<file path="config.mk">
export PLATFORM = sky130hd
export DESIGN_NAME = led_ring_pattern_generator_unit
export DESIGN_NICKNAME = d
export VERILOG_FILES = /design/src/rtl/lrpg_pkg.sv /design/src/rtl/lrpg_seq.sv /design/src/rtl/led_ring_pattern_generator_unit.sv
export VERILOG_INCLUDE_DIRS = /design/src /design/src/rtl
export SDC_FILE = /design/constraint.sdc
export NUM_CORES = 1
export LEC_CHECK = 0
export BUFFER_PORTS_ARGS = -buffer_cell sky130_fd_sc_hd__buf_4
export CAP_MARGIN = 0
export CORE_ASPECT_RATIO = 1.1
export CORE_UTILIZATION = 50
export DETAILED_ROUTE_END_ITERATION = 6
export GPL_ROUTABILITY_DRIVEN = 0
export GPL_TIMING_DRIVEN = 0
export HOLD_SLACK_MARGIN = 0.15
export PLACE_DENSITY = 0.69
export SLEW_MARGIN = 20
export SYNTH_ARGS = -nofsm -noshare
export SYNTH_HDL_FRONTEND = slang
export SYNTH_HIERARCHICAL = 1
export SYNTH_SLANG_ARGS = --single-unit
export TNS_END_PERCENT = 10
</file>
<file path="constraint.sdc">
create_clock -name clk -period 11.8 [get_ports clk]
set_input_delay 2.36 -clock clk [delete_from_list [all_inputs] [get_ports clk]]
set_output_delay 2.36 -clock clk [all_outputs]
set_load 0.02 [all_outputs]
</file>
<file path="src/rtl/assert_macros.svh">
// Assertion macros shared by the RTL files of the LED ring pattern generator.
`ifndef ASSERT_MACROS_SVH
`define ASSERT_MACROS_SVH

// Checks a property on every rising clock edge outside of reset.
`define LRPG_ASSERT(label, prop, msg) \
    label: assert property (@(posedge clk) disable iff (!rst_n) (prop)) else $error(msg);

// Checks that an antecedent implies a consequent in the same cycle.
`define LRPG_ASSERT_IMPL(label, ante, cons, msg) \
    label: assert property (@(posedge clk) disable iff (!rst_n) (ante) |-> (cons)) \
        else $error(msg);

// Checks that an antecedent implies a consequent in the next cycle.
`define LRPG_ASSERT_NEXT(label, ante, cons, msg) \
    label: assert property (@(posedge clk) disable iff (!rst_n) (ante) |=> (cons)) \
        else $error(msg);

`endif

</file>
<file path="src/rtl/lrpg_pkg.sv">
// Package with the types, constants, microcode and color helpers of the LED ring generator.
`timescale 1ns / 1ps

package lrpg_pkg;

    // Configuration register indexes.
    localparam int CFG_IDX_W = 1;
    localparam logic [CFG_IDX_W-1:0] REG_BRIGHTNESS = 1'd0;
    localparam logic [CFG_IDX_W-1:0] REG_SPEED      = 1'd1;

    // Display modes with behavior of their own.
    localparam logic [2:0] MODE_RAINBOW = 3'd0;
    localparam logic [2:0] MODE_FADE    = 3'd1;

    // Register reset values.
    localparam logic [7:0]  BRIGHTNESS_RST = 8'd64;
    localparam logic [15:0] SPEED_RST      = 16'd40;

    // Datapath operations selected by the microcode.
    typedef enum logic [3:0] {
        OP_ACCEPT,
        OP_ADVANCE,
        OP_DIM,
        OP_EMIT,
        OP_HUE_SEL,
        OP_MUL_R,
        OP_MUL_G,
        OP_MUL_B,
        OP_DIV_B,
        OP_NEXT_LED,
        OP_NOP,
        OP_FADE_MUL,
        OP_FADE_SCALE
    } op_t;

    // Jump conditions; a jump goes to the target, otherwise the step counter advances.
    typedef enum logic [2:0] {
        C_NEXT,
        C_ALWAYS,
        C_NO_IN,
        C_MODE1,
        C_OUT_BUSY,
        C_MORE
    } cond_t;

    localparam int PC_W = 4;
    typedef logic [PC_W-1:0] pc_t;

    // Program addresses.
    localparam pc_t S_IDLE       = 4'd0;
    localparam pc_t S_ADVANCE    = 4'd1;
    localparam pc_t S_DIM        = 4'd2;
    localparam pc_t S_EMIT_CTR   = 4'd3;
    localparam pc_t S_HUE_SEL    = 4'd4;
    localparam pc_t S_LOOP       = 4'd5;
    localparam pc_t S_MUL_G      = 4'd6;
    localparam pc_t S_MUL_B      = 4'd7;
    localparam pc_t S_DIV_B      = 4'd8;
    localparam pc_t S_EMIT       = 4'd9;
    localparam pc_t S_NEXT_LED   = 4'd10;
    localparam pc_t S_DONE       = 4'd11;
    localparam pc_t S_FADE_MUL   = 4'd12;
    localparam pc_t S_FADE_SCALE = 4'd13;
    localparam pc_t S_LAST       = S_FADE_SCALE;

    // One control word of the program.
    typedef struct packed {
        op_t   op;
        cond_t cond;
        pc_t   target;
    } ucode_t;

    // Status that the datapath hands to the sequencer for its jumps.
    typedef struct packed {
        logic in_valid;
        logic out_busy;
        logic fade_mode;
        logic more_leds;
    } seq_status_t;

    // Three color channels, red in entry 0.
    typedef logic [2:0][7:0] rgb_t;

    // The program: centre LED first, then a shared per-LED loop of multiply steps.
    function automatic ucode_t ucode(input pc_t addr);
        ucode_t w;
        w = '{op: OP_NOP, cond: C_ALWAYS, target: S_IDLE};
        case (addr)
            S_IDLE:       w = '{op: OP_ACCEPT,     cond: C_NO_IN,    target: S_IDLE};
            S_ADVANCE:    w = '{op: OP_ADVANCE,    cond: C_MODE1,    target: S_FADE_MUL};
            S_DIM:        w = '{op: OP_DIM,        cond: C_NEXT,     target: S_IDLE};
            S_EMIT_CTR:   w = '{op: OP_EMIT,       cond: C_OUT_BUSY, target: S_EMIT_CTR};
            S_HUE_SEL:    w = '{op: OP_HUE_SEL,    cond: C_NEXT,     target: S_IDLE};
            S_LOOP:       w = '{op: OP_MUL_R,      cond: C_NEXT,     target: S_IDLE};
            S_MUL_G:      w = '{op: OP_MUL_G,      cond: C_NEXT,     target: S_IDLE};
            S_MUL_B:      w = '{op: OP_MUL_B,      cond: C_NEXT,     target: S_IDLE};
            S_DIV_B:      w = '{op: OP_DIV_B,      cond: C_NEXT,     target: S_IDLE};
            S_EMIT:       w = '{op: OP_EMIT,       cond: C_OUT_BUSY, target: S_EMIT};
            S_NEXT_LED:   w = '{op: OP_NEXT_LED,   cond: C_MORE,     target: S_LOOP};
            S_DONE:       w = '{op: OP_NOP,        cond: C_ALWAYS,   target: S_IDLE};
            S_FADE_MUL:   w = '{op: OP_FADE_MUL,   cond: C_NEXT,     target: S_IDLE};
            S_FADE_SCALE: w = '{op: OP_FADE_SCALE, cond: C_ALWAYS,   target: S_LOOP};
            default:      w = '{op: OP_NOP,        cond: C_ALWAYS,   target: S_IDLE};
        endcase
        return w;
    endfunction

    // Hue of the fixed-color modes; rainbow and fade do not use it.
    function automatic logic [7:0] fixed_hue(input logic [2:0] mode);
        logic [7:0] h;
        case (mode)
            3'd2:    h = 8'd20;
            3'd3:    h = 8'd40;
            3'd4:    h = 8'd85;
            3'd5:    h = 8'd135;
            3'd6:    h = 8'd190;
            3'd7:    h = 8'd205;
            default: h = 8'd0;
        endcase
        return h;
    endfunction

    // Unscaled color of a hue on the three-segment wheel.
    function automatic rgb_t hue_wheel(input logic [7:0] hue);
        logic [7:0] h;
        logic [7:0] k;
        logic [9:0] k3;
        rgb_t       c;
        h = ~hue;
        if (h < 8'd85)
        begin
            k = h;
        end
        else if (h < 8'd170)
        begin
            k = h - 8'd85;
        end
        else
        begin
            k = h - 8'd170;
        end
        k3 = {2'b00, k} + {1'b0, k, 1'b0};
        if (h < 8'd85)
        begin
            c[0] = 8'd255 - k3[7:0];
            c[1] = 8'd0;
            c[2] = k3[7:0];
        end
        else if (h < 8'd170)
        begin
            c[0] = 8'd0;
            c[1] = k3[7:0];
            c[2] = 8'd255 - k3[7:0];
        end
        else
        begin
            c[0] = k3[7:0];
            c[1] = 8'd255 - k3[7:0];
            c[2] = 8'd0;
        end
        return c;
    endfunction

    // Floor of x / 255, exact for any 16-bit x up to 65279, where the quotient fits in eight bits.
    function automatic logic [7:0] div255(input logic [15:0] x);
        logic [16:0] s;
        s = {1'b0, x} + {9'd0, x[15:8]} + 17'd1;
        return s[15:8];
    endfunction

endpackage

</file>
<file path="src/rtl/lrpg_seq.sv">
// Microcode sequencer: step counter, program table and conditional jumps.
`timescale 1ns / 1ps
`include "assert_macros.svh"

module lrpg_seq
(
    input  logic                clk,
    input  logic                rst_n,
    input  lrpg_pkg::seq_status_t status,
    output lrpg_pkg::op_t       op
);
    import lrpg_pkg::*;

    pc_t    pc_reg;
    pc_t    pc_next;
    ucode_t word;
    logic   jump;

    // Fetch the control word of the current step.
    assign word = ucode(pc_reg);
    assign op   = word.op;

    // Evaluate the jump condition.
    always_comb
    begin
        case (word.cond)
            C_NEXT:     jump = 1'b0;
            C_ALWAYS:   jump = 1'b1;
            C_NO_IN:    jump = !status.in_valid;
            C_MODE1:    jump = status.fade_mode;
            C_OUT_BUSY: jump = status.out_busy;
            C_MORE:     jump = status.more_leds;
            default:    jump = 1'b0;
        endcase
        pc_next = jump ? word.target : pc_reg + pc_t'(1);
    end

    // Step counter.
    always_ff @(posedge clk or negedge rst_n)
    begin
        if (!rst_n)
        begin
            pc_reg <= S_IDLE;
        end
        else
        begin
            pc_reg <= pc_next;
        end
    end

    // The step counter stays inside the program.
    `LRPG_ASSERT(a_pc_in_program, pc_reg <= S_LAST, "step counter left the program")

endmodule

</file>
<file path="src/rtl/led_ring_pattern_generator_unit.sv">
// Top level of the LED ring pattern generator: registers, color datapath and output stage.
//
//  channel | signals                                        | direction
//  --------+------------------------------------------------+----------
//  in      | in_valid, in_ready, button_pressed             | input item
//  out     | out_valid, out_ready, led_index, red, green,   | result item
//          | blue, last_led                                 |
//  cfg     | cfg_valid, cfg_ready, cfg_index, cfg_data      | register write
//
// One input item yields LED_COUNT result items, centre LED first.
// The microcode loop uses one shared 8x8 multiplier for each color channel in turn.
// Reset clears the sequencer, mode, button, phase, LED counter and output valid
// registers and restores the register values; the color datapath and output payload
// registers are not reset. A stalled output holds the sequencer at its emit step;
// cfg_ready is always high.
`timescale 1ns / 1ps
`include "assert_macros.svh"

module led_ring_pattern_generator_unit
#(
    parameter int LED_COUNT = 7
)
(
    input  logic                             clk,
    input  logic                             rst_n,
    input  logic                             in_valid,
    output logic                             in_ready,
    input  logic                             button_pressed,
    output logic                             out_valid,
    input  logic                             out_ready,
    output logic [2:0]                       led_index,
    output logic [7:0]                       red,
    output logic [7:0]                       green,
    output logic [7:0]                       blue,
    output logic                             last_led,
    input  logic                             cfg_valid,
    output logic                             cfg_ready,
    input  logic [lrpg_pkg::CFG_IDX_W-1:0]   cfg_index,
    input  logic [15:0]                      cfg_data
);
    import lrpg_pkg::*;

    localparam int              LED_W    = (LED_COUNT > 1) ? $clog2(LED_COUNT) : 1;
    localparam logic [LED_W-1:0] LAST_IDX = LED_W'(LED_COUNT - 1);
    localparam logic [7:0]      HUE_STEP = 8'(255 / (LED_COUNT - 1));

    op_t         op;
    seq_status_t status;

    logic [7:0]       bri_reg;
    logic [15:0]      speed_reg;
    logic [2:0]       mode_reg;
    logic             btn_reg;
    logic [15:0]      rphase_reg;
    logic [7:0]       fphase_reg;
    logic [LED_W-1:0] led_reg;
    logic [7:0]       hue_reg;
    logic [7:0]       scale_reg;
    logic [15:0]      prod_reg;
    logic [7:0]       r_reg;
    logic [7:0]       g_reg;
    logic [7:0]       b_reg;

    logic             out_valid_reg;
    logic [2:0]       led_index_reg;
    logic [7:0]       red_reg;
    logic [7:0]       green_reg;
    logic [7:0]       blue_reg;
    logic             last_led_reg;

    logic       in_take;
    logic       out_free;
    logic       emit;
    logic       halve;
    rgb_t       base;
    logic [7:0] fade_f;
    logic [7:0] mul_a;
    logic [7:0] mul_b;
    logic [7:0] quot;

    // Sequencer.
    lrpg_seq u_seq
    (
        .clk    (clk),
        .rst_n  (rst_n),
        .status (status),
        .op     (op)
    );

    // Handshakes and jump status.
    assign in_ready  = (op == OP_ACCEPT);
    assign in_take   = in_valid && in_ready;
    assign cfg_ready = 1'b1;
    assign out_free  = !out_valid_reg || out_ready;
    assign emit      = (op == OP_EMIT) && out_free;

    assign status.in_valid  = in_valid;
    assign status.out_busy  = !out_free;
    assign status.fade_mode = (mode_reg == MODE_FADE);
    assign status.more_leds = (led_reg != LAST_IDX);

    // Color and multiplier operand selection.
    assign base   = hue_wheel(hue_reg);
    assign fade_f = fphase_reg[7] ? ~fphase_reg : fphase_reg;
    assign quot   = div255(prod_reg);
    assign halve  = (mode_reg == MODE_FADE) && (led_reg == '0);

    always_comb
    begin
        mul_b = scale_reg;
        case (op)
            OP_MUL_R:    mul_a = base[0];
            OP_MUL_G:    mul_a = base[1];
            OP_MUL_B:    mul_a = base[2];
            OP_FADE_MUL:
            begin
                mul_a = fade_f;
                mul_b = bri_reg;
            end
            default:     mul_a = base[0];
        endcase
    end

    // Configuration registers.
    always_ff @(posedge clk or negedge rst_n)
    begin
        if (!rst_n)
        begin
            bri_reg   <= BRIGHTNESS_RST;
            speed_reg <= SPEED_RST;
        end
        else if (cfg_valid && cfg_ready)
        begin
            case (cfg_index)
                REG_BRIGHTNESS: bri_reg   <= cfg_data[7:0];
                REG_SPEED:      speed_reg <= cfg_data;
                default:        ;
            endcase
        end
    end

    // Mode, button and animation phases.
    always_ff @(posedge clk or negedge rst_n)
    begin
        if (!rst_n)
        begin
            mode_reg   <= MODE_RAINBOW;
            btn_reg    <= 1'b0;
            rphase_reg <= '0;
            fphase_reg <= '0;
        end
        else
        begin
            if (in_take)
            begin
                if (button_pressed && !btn_reg)
                begin
                    mode_reg <= mode_reg + 3'd1;
                end
                btn_reg <= button_pressed;
            end
            if (op == OP_ADVANCE)
            begin
                if (mode_reg == MODE_RAINBOW)
                begin
                    rphase_reg <= rphase_reg + speed_reg;
                end
                if (mode_reg == MODE_FADE)
                begin
                    fphase_reg <= fphase_reg + 8'd1;
                end
            end
        end
    end

    // LED counter.
    always_ff @(posedge clk or negedge rst_n)
    begin
        if (!rst_n)
        begin
            led_reg <= '0;
        end
        else if (op == OP_ADVANCE)
        begin
            led_reg <= '0;
        end
        else if ((op == OP_HUE_SEL) || (op == OP_NEXT_LED))
        begin
            led_reg <= led_reg + LED_W'(1);
        end
    end

    // Color datapath: hue, scale, product and channel results.
    always_ff @(posedge clk)
    begin
        case (op)
            OP_DIM:
            begin
                r_reg <= {2'b00, bri_reg[7:2]};
                g_reg <= {2'b00, bri_reg[7:2]};
                b_reg <= {2'b00, bri_reg[7:2]};
            end
            OP_HUE_SEL:
            begin
                hue_reg   <= (mode_reg == MODE_RAINBOW) ? rphase_reg[15:8] + HUE_STEP
                                                        : fixed_hue(mode_reg);
                scale_reg <= bri_reg;
            end
            OP_MUL_R:    prod_reg <= {8'd0, mul_a} * {8'd0, mul_b};
            OP_MUL_G:
            begin
                r_reg    <= quot;
                prod_reg <= {8'd0, mul_a} * {8'd0, mul_b};
            end
            OP_MUL_B:
            begin
                g_reg    <= quot;
                prod_reg <= {8'd0, mul_a} * {8'd0, mul_b};
            end
            OP_DIV_B:    b_reg <= quot;
            OP_NEXT_LED:
            begin
                if (mode_reg == MODE_RAINBOW)
                begin
                    hue_reg <= hue_reg + HUE_STEP;
                end
            end
            OP_FADE_MUL: prod_reg <= {8'd0, mul_a} * {8'd0, mul_b};
            OP_FADE_SCALE:
            begin
                scale_reg <= bri_reg - quot;
                hue_reg   <= 8'd0;
            end
            default:     ;
        endcase
    end

    // Output stage: valid flag.
    always_ff @(posedge clk or negedge rst_n)
    begin
        if (!rst_n)
        begin
            out_valid_reg <= 1'b0;
        end
        else if (emit)
        begin
            out_valid_reg <= 1'b1;
        end
        else if (out_ready)
        begin
            out_valid_reg <= 1'b0;
        end
    end

    // Output stage: payload, the fade centre LED is halved here.
    always_ff @(posedge clk)
    begin
        if (emit)
        begin
            led_index_reg <= 3'(led_reg);
            red_reg       <= halve ? {1'b0, r_reg[7:1]} : r_reg;
            green_reg     <= halve ? {1'b0, g_reg[7:1]} : g_reg;
            blue_reg      <= halve ? {1'b0, b_reg[7:1]} : b_reg;
            last_led_reg  <= (led_reg == LAST_IDX);
        end
    end

    assign out_valid = out_valid_reg;
    assign led_index = led_index_reg;
    assign red       = red_reg;
    assign green     = green_reg;
    assign blue      = blue_reg;
    assign last_led  = last_led_reg;

    // An accepted item starts a frame; no second item is taken right after it.
    `LRPG_ASSERT_NEXT(a_one_item_at_a_time, in_valid && in_ready, !in_ready,
        "input taken twice in a row")
    // A frame's final LED carries the last index.
    `LRPG_ASSERT_IMPL(a_last_index, out_valid && last_led, led_index == 3'(LED_COUNT - 1),
        "last_led on a wrong index")
    // No new item is taken while the sequencer still emits LEDs.
    `LRPG_ASSERT_IMPL(a_idle_on_accept, in_ready, op == OP_ACCEPT,
        "input ready outside the idle step")

endmodule
</file>
=== Word-level counts from Yosys, hierarchy flattened ===
Memories as Yosys holds them, arrays and structs flattened.
Cells that the tools add are included.

* Register bits: 144
* Latch bits: 0
* Bits in writable memories: 0
* Bits in read-only memories: 176
* Bits of input ports: 23
* Logic and storage cells: 121
* Memories: 1

{| class="wikitable"
|+ Memory list
! memory !! depth !! width !! rd ports !! clocked after Yosys merged registers in !! wr ports !! line !! source
|-
| (name not given) || 16 || 11 || 1 || 0 || 0 || lrpg_pkg.sv:88 || <nowiki>case (addr)</nowiki>
|}

* Add/sub/neg operators: 14
* $mul: 1
* Divide/modulo/power cells: 0
* Magnitude comparators: 2
* Eq/ne operators: 26
* Shifts and indexed selects: 0
* Mux-type cells: 24
* Bitwise logic cells: 3
* Reduce and logical (&&, ||, !) cells: 27

{| class="wikitable"
|+ Operators with widths
! kind !! count
|-
| 8-bit case mux with 2 select lines || 4
|-
| 24-bit two-way mux || 2
|-
| 8-bit two-way mux || 6
|-
| 8-bit case mux with 3 select lines || 2
|-
| 8-bit case mux with 6 select lines || 1
|-
| 3-bit equality test, second input constant || 7
|-
| 7-bit two-way mux || 3
|-
| 16-bit by 1-bit adder with 16-bit output, second input constant || 1
|-
| 16-bit adder || 1
|-
| 16-bit by 8-bit adder with 16-bit output || 1
|-
| 8-bit by 6-bit adder with 8-bit output, second input constant || 2
|-
| 4-bit by 3-bit equality test with 1-bit output, second input constant || 4
|-
| 4-bit equality test, second input constant || 4
|-
| 8-bit by 8-bit multiplier with 16-bit output || 1
|-
| 8-bit inverter || 2
|-
| 3-bit by 2-bit equality test with 1-bit output, second input constant || 4
|-
| 2-bit AND reduction || 6
|-
| 2-bit nonzero test || 6
|-
| 8-bit by 1-bit adder with 8-bit output, second input constant || 1
|-
| 8-bit adder || 1
|-
| 4-bit by 2-bit equality test with 1-bit output, second input constant || 2
|-
| 8-bit by 7-bit less-than comparator with 1-bit output, second input constant || 1
|-
| 8-bit less-than comparator, second input constant || 1
|-
| 8-bit by 7-bit subtractor with 8-bit output, second input constant || 1
|-
| other kinds (21) || 33
|}

=== Logic depth before layout (Yosys ltp) ===
Gate-level depths: netlist of run 1.

* Depth after elaboration: 10
* Depth in mapped cells: 35
* Mapped depth without buffers: 34

=== Hierarchy ===
The synthesis of run 1 kept the hierarchy.

{| class="wikitable"
|+ By module, submodules not included
! module !! times used !! cells an instance !! area an instance (um^2) !! seq. area each (um^2)
|-
| led_ring_pattern_generator_unit || 1 || 1056 || 10661.5 || 3927.5
|-
| lrpg_seq || 1 || 52 || 465.4 || 100.1
|}

=== Worst setup path before layout of run 1 ===
Ideal clock, no wire load.

* Path kind: register -> register
* Start: register hue_reg[1]
* End: register prod_reg[15], data pin
* Arrival time: 8009 ps
* Required time: 11534 ps
* Setup slack: 3525 ps
* Stages on the path, launching flop included: 34
* Path buffers: 1
* Cell sequence: edfxtp_1 -> a211oi_2 -> o21ai_1 -> inv_1 -> nor2_1 -> a22oi_1 -> xor2_1 -> ha_1 -> clkbuf_1 -> inv_1 -> o41ai_2 -> a311oi_2 -> xnor2_2 -> ha_1 -> nand2_1 -> nand3_1 -> o22ai_1 -> a2111oi_2 -> fa_1 -> inv_1 -> fa_1 -> inv_1 -> fa_1 -> inv_1 -> fa_1 -> inv_1 -> ha_1 -> a21boi_0 -> o21ai_0 -> a21boi_0 -> o21ai_0 -> a21oi_1 -> o41ai_1 -> xnor2_1

* Cells in the longest elaborated chain, start to end: 10
* Elaborated cells between the ends (all ways): 13
* Those cells by class: 4 x add/sub; 1 x mul; 2 x order compare; 5 x mux; 1 x bitwise

{| class="wikitable"
|+ Ends and longest elaborated chain
! element !! line !! source
|-
| from (decl) || led_ring_pattern_generator_unit.sv:57 || <nowiki>logic [7:0] hue_reg;</nowiki>
|-
| from (signal assigned) || led_ring_pattern_generator_unit.sv:205 || <nowiki>hue_reg <= (mode_reg == MODE_RAINBOW) ? rphase_reg[15:8] + HUE_STEP</nowiki>
|-
| from (signal assigned) || led_ring_pattern_generator_unit.sv:225 || <nowiki>hue_reg <= hue_reg + HUE_STEP;</nowiki>
|-
| 8-bit inverter * || lrpg_pkg.sv:129 || <nowiki>h = ~hue;</nowiki>
|-
| 8-bit subtractor (tied with other cells) || lrpg_pkg.sv:140 || <nowiki>k = h - 8'd170;</nowiki>
|-
| 8-bit two-way mux || lrpg_pkg.sv:134 || <nowiki>else if (h < 8'd170)</nowiki>
|-
| 8-bit two-way mux || lrpg_pkg.sv:130 || <nowiki>if (h < 8'd85)</nowiki>
|-
| 8-bit adder || lrpg_pkg.sv:142 || <nowiki>k3 = {2'b00, k} + {1'b0, k, 1'b0};</nowiki>
|-
| 8-bit subtractor || lrpg_pkg.sv:145, lrpg_pkg.sv:153, lrpg_pkg.sv:158 ||
|-
| 24-bit two-way mux || lrpg_pkg.sv:149 || <nowiki>else if (h < 8'd170)</nowiki>
|-
| 24-bit two-way mux * || lrpg_pkg.sv:143 || <nowiki>if (h < 8'd85)</nowiki>
|-
| 8-bit case mux with 3 select lines * || led_ring_pattern_generator_unit.sv:111 || <nowiki>case (op)</nowiki>
|-
| 8-bit by 8-bit multiplier with 16-bit output * || -- ||
|-
| to (signal assigned) || led_ring_pattern_generator_unit.sv:209 || <nowiki>OP_MUL_R: prod_reg <= {8'd0, mul_a} * {8'd0, mul_b};</nowiki>
|-
| to (signal assigned) || led_ring_pattern_generator_unit.sv:213 || <nowiki>prod_reg <= {8'd0, mul_a} * {8'd0, mul_b};</nowiki>
|-
| to (signal assigned) || led_ring_pattern_generator_unit.sv:218 || <nowiki>prod_reg <= {8'd0, mul_a} * {8'd0, mul_b};</nowiki>
|-
| to (decl) || led_ring_pattern_generator_unit.sv:59 || <nowiki>logic [15:0] prod_reg;</nowiki>
|}

Mark *: on every way between the ends. The rest lies on a longest branch, timed or not.
A chain may end at the register's enable or synchronous reset.

=== Worst setup path after layout of run 1 ===
Same ends and word-level chain as after synthesis.

==> results of run 1 <==
cell usage after synthesis, types with 10 or more instances:
cell	count	area, sq um
sky130_fd_sc_hd__fa_1	38	761
sky130_fd_sc_hd__nor4_1	10	62.6
sky130_fd_sc_hd__nor2_1	84	315
sky130_fd_sc_hd__mux2_2	50	563
sky130_fd_sc_hd__inv_1	90	338
sky130_fd_sc_hd__or2_2	10	62.6
sky130_fd_sc_hd__edfxtp_1	84	2520
sky130_fd_sc_hd__clkbuf_1	32	120
sky130_fd_sc_hd__a21o_1	16	120
sky130_fd_sc_hd__o21ai_0	79	395
sky130_fd_sc_hd__dfrtp_1	57	1430
sky130_fd_sc_hd__o21a_1	11	82.6
sky130_fd_sc_hd__nor2b_1	18	113
sky130_fd_sc_hd__nand3_1	18	90.1
sky130_fd_sc_hd__xnor2_1	39	342
sky130_fd_sc_hd__a21oi_1	53	265
sky130_fd_sc_hd__nand2b_1	10	62.6
sky130_fd_sc_hd__mux2i_1	15	150
sky130_fd_sc_hd__ha_1	104	1300
sky130_fd_sc_hd__nor3_1	14	70.1
sky130_fd_sc_hd__nand2_1	90	338
sky130_fd_sc_hd__xor2_1	29	254
cell families (layout without fill, tap and decap cells):
group	count (synthesis)	in the layout	share of synthesized area (%)
other cells	1	1	0.0337
fa+ha+maj	142	142	18.5
mux	67	67	6.68
xor+xnor	71	71	5.85
flops	144	144	36.2
buf+inv	133	221	4.71
compound gates	259	259	15.5
simple gates	291	291	12.5
layout make-up:
| cell class | instances | share of cell area, % |
|---|---|---|
| multi-input cells | 831 | 52.7 |
| flip-flops and latches | 144 | 32.2 |
| clock buffers | 17 | 3.40 |
| repair buffers | 56 | 3.33 |
| well taps | 290 | 2.90 |
| inverters | 91 | 2.73 |
| plain buffers | 42 | 1.46 |
| clock inverters | 15 | 1.29 |
placed cells by master, fill, tap and decap left out, drive strengths merged, types with 38 or more instances in the layout:
cell type / n
nor2: 84
ha: 104
fa: 38
buf: 66
nand2: 90
inv: 101
mux2: 52
clkbuf: 49
xnor2: 40
a21oi: 54
dfrtp: 57
edfxtp: 84
o21ai: 82
worst reg2reg max path, delay by kind of cell (launching register included):
family / cells / cell delay [ps]
buffers and inverters: 7 / 1120
AO/OA/AOI/OAI: 13 / 3460
XOR/XNOR: 3 / 790
flip-flops: 1 / 570
AND/OR/NAND/NOR: 3 / 800
adder cells (fa/ha/maj): 7 / 2980
through the flow:
step | utilization (%) | hold WS, ps | instance area [sq um] | cells | worst slack, ps
detailed placement | 55.2 | 478 | 11900 | 1454 | 1900
global placement | 55.0 | 466 | 11900 | 1450 | 1990
global route | 58.0 | 518 | 12500 | 1486 | 1030
CTS | 57.9 | 494 | 12500 | 1486 | 1880
finish | 58.0 | 487 | 12500 | 1486 | 1810
floorplan | - | 453 | 11100 | 1108 | 3530
worst paths after layout:
path | startpoint | endpoint
max in group asynchronous | rst_n | bri_reg[3]
worst min register to register | rphase_reg[6] | rphase_reg[6]
worst max-delay path | hue_reg[1] | prod_reg[15]
worst min-delay path | rphase_reg[6] | rphase_reg[6]
min in group asynchronous | rst_n | speed_reg[6]
worst max register to register | hue_reg[1] | prod_reg[15]
per-layer routing:
metal	GRT usage, %	vias up	wire (um)
li1	-	4109	-
met1	28.7	4021	10900
met2	40.7	174	12200
met3	2.71	27	664
met4	6.72	0	301
met5	0	-	0
==> impl_metrics.py, run 1 <==
metrics = {
    "logic_synthesis": {
        "number_of_flops_mapped_to_enable_cells_by_yosys": 84,
        "number_of_different_library_cells_in_the_post_synthesis_netlist": 81,
        "post_synth_inst_count": 1108,
        "syn_avg_cell_area_sq_um": 10.0,
        "synthesis.nets": 1273,
        "yosys_warnings": 6,
        "synth.ff_latch_count": 144,
        "syn_area_sq_mm": 0.0111,
        "yosys_most_used_dff": "sky130_fd_sc_hd__edfxtp_1",
        "synthArstFlopShare_pct": 41.7,
        "synth-seq-area-share_pct": 36.2,
    },
    "floorplan": {
        "floorplan.io_pins": 54,
        "width_of_the_chip_um": 144,
        "floorplan.rows": 56,
        "core_area_sq_mm": 0.0216,
        "die_height_um": 158,
        "die_area_sq_mm": 0.0229,
        "floorplan.initialDensity_pct": 51.6,
    },
    "placed_design": {
        "place.port_buffers": 52,
        "detailed_place_hpwl_um": 18400,
    },
    "setup_path": {
        "timing.critical_path.fanout_max": 11,
        "worst_setup_path_start_kind": "flop",
        "cp_num_buf_inv": 7,
        "end_kind": "flop",
        "r2r_cells": 33,
        "cp.depth": 33,
        "cp_slowest_stage_delay_ps": 750,
        "path_common_cell": "sky130_fd_sc_hd__inv_1",
        "cpLargestDelayFamily": "compound AO/OA/AOI/OAI gates",
        "worst-setup-path-type": "flop to flop",
        "worst_ep_arrival_time_ps": 10160,
        "regToRegSetupSlack_ps": 1810,
        "critical_path_required_ps": 11970,
        "crit_path_top_delay_cell": "sky130_fd_sc_hd__o21ai_1",
    },
    "sta": {
        "rsz0062_at_grt": "false",
        "timing.setup.tns_ps": 0,
        "fin_skew_ps": 14.2,
        "finalHoldViolations": 0,
        "period_needed_ps": 9990,
        "final.period_utilization_pct": 84.7,
        "worst_slew_margin_rel_pct": 28.5,
        "worst_slew_pin_tran_ps": 1060,
        "fmax_ghz": 0.100,
        "maxSlewViolCount": 0,
        "report.final.setup_viol": 0,
    },
    "clocking": {
        "post-cts-setup-buffer-count": 0,
        "cts_tree": "built",
        "cts.sink_count": 144,
        "post_cts.resized_instances": 0,
        "worst_skew_pair.late_latency_ps": 430,
        "ctsHoldBuffers": 0,
        "clock_buffer_count_from_cts": 17,
        "cts-root-to-sink-buffers": 2,
        "cts.root.buffer_cell": "sky130_fd_sc_hd__clkbuf_16",
        "htree_levels": 4,
        "clk_pin_slew_ps": 70,
    },
    "hold_path": {
        "type_of_the_tightest_min_delay_check": "flop to flop",
        "hold_path_depth": 2,
    },
    "route": {
        "detailroute.via_count": 8331,
        "drt-vias-per-instance": 5.61,
        "route.detailed.drc": 0,
        "final_antenna_net_count": 0,
        "detail_route.iter0.violations": 467,
        "drt_pre_antenna_iters": 6,
        "total_length_of_routed_wires_um": 24100,
        "wl_per_cell_um": 16.2,
    },
    "final_layout": {
        "num-nets-final": 1348,
        "multiInputGateArea_sq_mm": 0.00659,
        "area_growth_syn_to_layout_pct": 12.4,
        "antennaDiodeCount": 0,
        "seqCellArea_sq_mm": 0.00403,
        "drive_above_1_share_pct": 15.3,
        "fillCellCount": 1871,
    },
    "global_route": {
        "grt.total_usage_pct": 22.8,
        "grt_antenna_before_repair": 0,
        "first_global_vias": 8304,
        "grt_start_max_net_pins": 61,
        "grt_ovf": 0,
        "grt_pass1_wl_um": 40400,
    },
    "outcome": {
        "status": "finished clean",
    },
    "flow_run": {
        "cap_violations": 0,
    },
}
Power of run 1 is left out: the tool's default activity adds up to more than one toggle a clock period on the data nets, which glitch-free logic cannot reach.
==> run 2, diff against run 1 <==
clock period = 9.25 ns   (was 11.8 ns; I/O delays follow)
==> run 2 against run 1 <==
Net effect: global-route usage about the same; cell area increased by 0.43%; utilization rose by 0.25 points; die area stayed put.
==> impl_metrics.py, run 2 (synthesized netlist as in run 1, its figures left out) <==
metrics = {
    "outcome": {
        "status": "finished clean",
    },
    "final_layout": {
        "multiInputGateArea_sq_mm": 0.00664,
        "fillCellCount": 1865,
        "seqCellArea_sq_mm": 0.00403,
        "final-instance-count-excl-fill": 1485,
        "postLayoutCellArea_sq_mm": 0.0126,
        "antennaDiodeCount": 0,
        "layout.cells.most_common_list": "sky130_fd_sc_hd__ha_1, sky130_fd_sc_hd__inv_1, sky130_fd_sc_hd__nand2_1, sky130_fd_sc_hd__edfxtp_1, sky130_fd_sc_hd__nor2_1",
        "most_frequent_standard_cell_in_the_layout_excluding_fill_and_tap_cells": "sky130_fd_sc_hd__ha_1",
        "num-nets-final": 1347,
        "drive_above_1_share_pct": 16.1,
        "area_growth_syn_to_layout_pct": 12.9,
    },
    "sta": {
        "fmax_ghz": 0.115,
        "maxSlewViolCount": 0,
        "final.period_utilization_pct": 94.4,
        "period_needed_ps": 8730,
        "worst_slew_pin_tran_ps": 1060,
        "worst_slew_margin_rel_pct": 29.1,
        "timing.setup.tns_ps": 0,
        "report.final.setup_viol": 0,
        "finalHoldViolations": 0,
        "fin_skew_ps": 14.6,
    },
    "floorplan": {
        "core_area_sq_mm": 0.0216,
        "floorplan.initialDensity_pct": 51.6,
        "die_area_sq_mm": 0.0229,
        "width_of_the_chip_um": 144,
        "floorplan.io_pins": 54,
        "die_height_um": 158,
        "floorplan.rows": 56,
    },
    "placed_design": {
        "detailed_place.area_sq_mm": 0.0119,
        "place.port_buffers": 52,
        "numPlacedInstances": 1454,
        "detailed_place_hpwl_um": 18400,
    },
    "setup_path": {
        "cp_slowest_stage_delay_ps": 790,
        "crit_path_top_delay_cell": "sky130_fd_sc_hd__a211oi_1",
        "worst_ep_arrival_time_ps": 8900,
        "timing.critical_path.fanout_max": 10,
        "worst-setup-path-type": "flop to flop",
        "critical_path_required_ps": 9420,
        "cpLargestDelayFamily": "compound AO/OA/AOI/OAI gates",
        "cp_num_buf_inv": 3,
        "end_kind": "flop",
        "worst_setup_path_start_kind": "flop",
    },
    "clocking": {
        "worst_skew_pair.late_latency_ps": 430,
        "cts.root.buffer_cell": "sky130_fd_sc_hd__clkbuf_16",
        "clock_buffer_count_from_cts": 17,
        "clk_pin_slew_ps": 70,
        "cts_tree": "built",
        "cts-root-to-sink-buffers": 2,
        "htree_levels": 4,
        "cts.sink_count": 144,
    },
    "global_route": {
        "first_global_vias": 8304,
        "grt_ovf": 0,
        "grt_start_max_net_pins": 61,
        "grt.total_usage_pct": 22.8,
        "grt_antenna_before_repair": 0,
        "grt_pass1_wl_um": 40500,
    },
    "route": {
        "route.detailed.drc": 0,
        "total_length_of_routed_wires_um": 24100,
        "drt_pre_antenna_iters": 6,
        "final_antenna_net_count": 0,
        "wl_per_cell_um": 16.3,
        "detailroute.via_count": 8349,
        "drt-vias-per-instance": 5.62,
        "detail_route.iter0.violations": 448,
    },
    "hold_path": {
        "type_of_the_tightest_min_delay_check": "flop to flop",
    },
    "flow_run": {
        "cap_violations": 0,
    },
}
[run 2: cell count changes in the layout (fill, tap and decap cells not counted), sizes merged]
cell and delta:
buf +1, clkbuf -2
[run 2: final timing paths]
check / from / to / slack, ps / cells past startpoint
min in group asynchronous: rst_n / speed_reg[6] / 1470 / 1
setup reg to reg: hue_reg[1] / prod_reg[15] / 520 / 29
hold reg to reg: rphase_reg[6] / rphase_reg[6] / 490 / 2
hold / removal: rphase_reg[6] / rphase_reg[6] / 490 / 2
setup / recovery: hue_reg[1] / prod_reg[15] / 520 / 29
max in group asynchronous: rst_n / fphase_reg[3] / 7250 / 1
[run 2: layout make-up]
| class | instances | share of cell area [%] |
|---|---|---|
| Timing Repair Buffer | 57 | 3.38 |
| Buffer | 40 | 1.39 |
| Clock buffer | 17 | 3.39 |
| Inverter | 91 | 2.72 |
| Tap cell | 290 | 2.89 |
| Multi-Input combinational cell | 831 | 52.9 |
| Clock inverter | 15 | 1.28 |
| Sequential cell | 144 | 32.1 |
[run 2: repair_timing]
action,CTS,global route
gates resized for setup,3,9
setup endpoints to repair,6,5
pin swaps,1,0
hold endpoints to repair,0,0
hold buffers,0,0
setup buffers,1,0
[run 2: worst register-to-register path, delay by kind of cell, from the launching register on]
kind	cells	cell delay [ps]
AO/OA/AOI/OAI	12	3440
adder cells (fa/ha/maj)	8	3240
flip-flops	1	580
AND/OR/NAND/NOR	3	540
XOR/XNOR	3	500
buffers and inverters	3	170
[run 2: per-stage QoR]
step	hold WS, ps	setup slack, ps	utilization [%]
final	487	522	58.2
after global placement	466	-556	55.0
after floorplan	453	975	-
after detailed placement	478	-649	55.2
after CTS	494	266	58.0
after global routing	518	-0.351	58.2
[run 2: metal layers]
layer / vias up / global-route usage [%] / part of all wire (%)
met5: - / 0 / 0
met4: 0 / 6.72 / 1.2
met3: 22 / 2.71 / 2.8
met2: 165 / 40.8 / 51
met1: 4052 / 28.7 / 45
li1: 4110 / - / -
Power of run 2 is left out for the same reason.
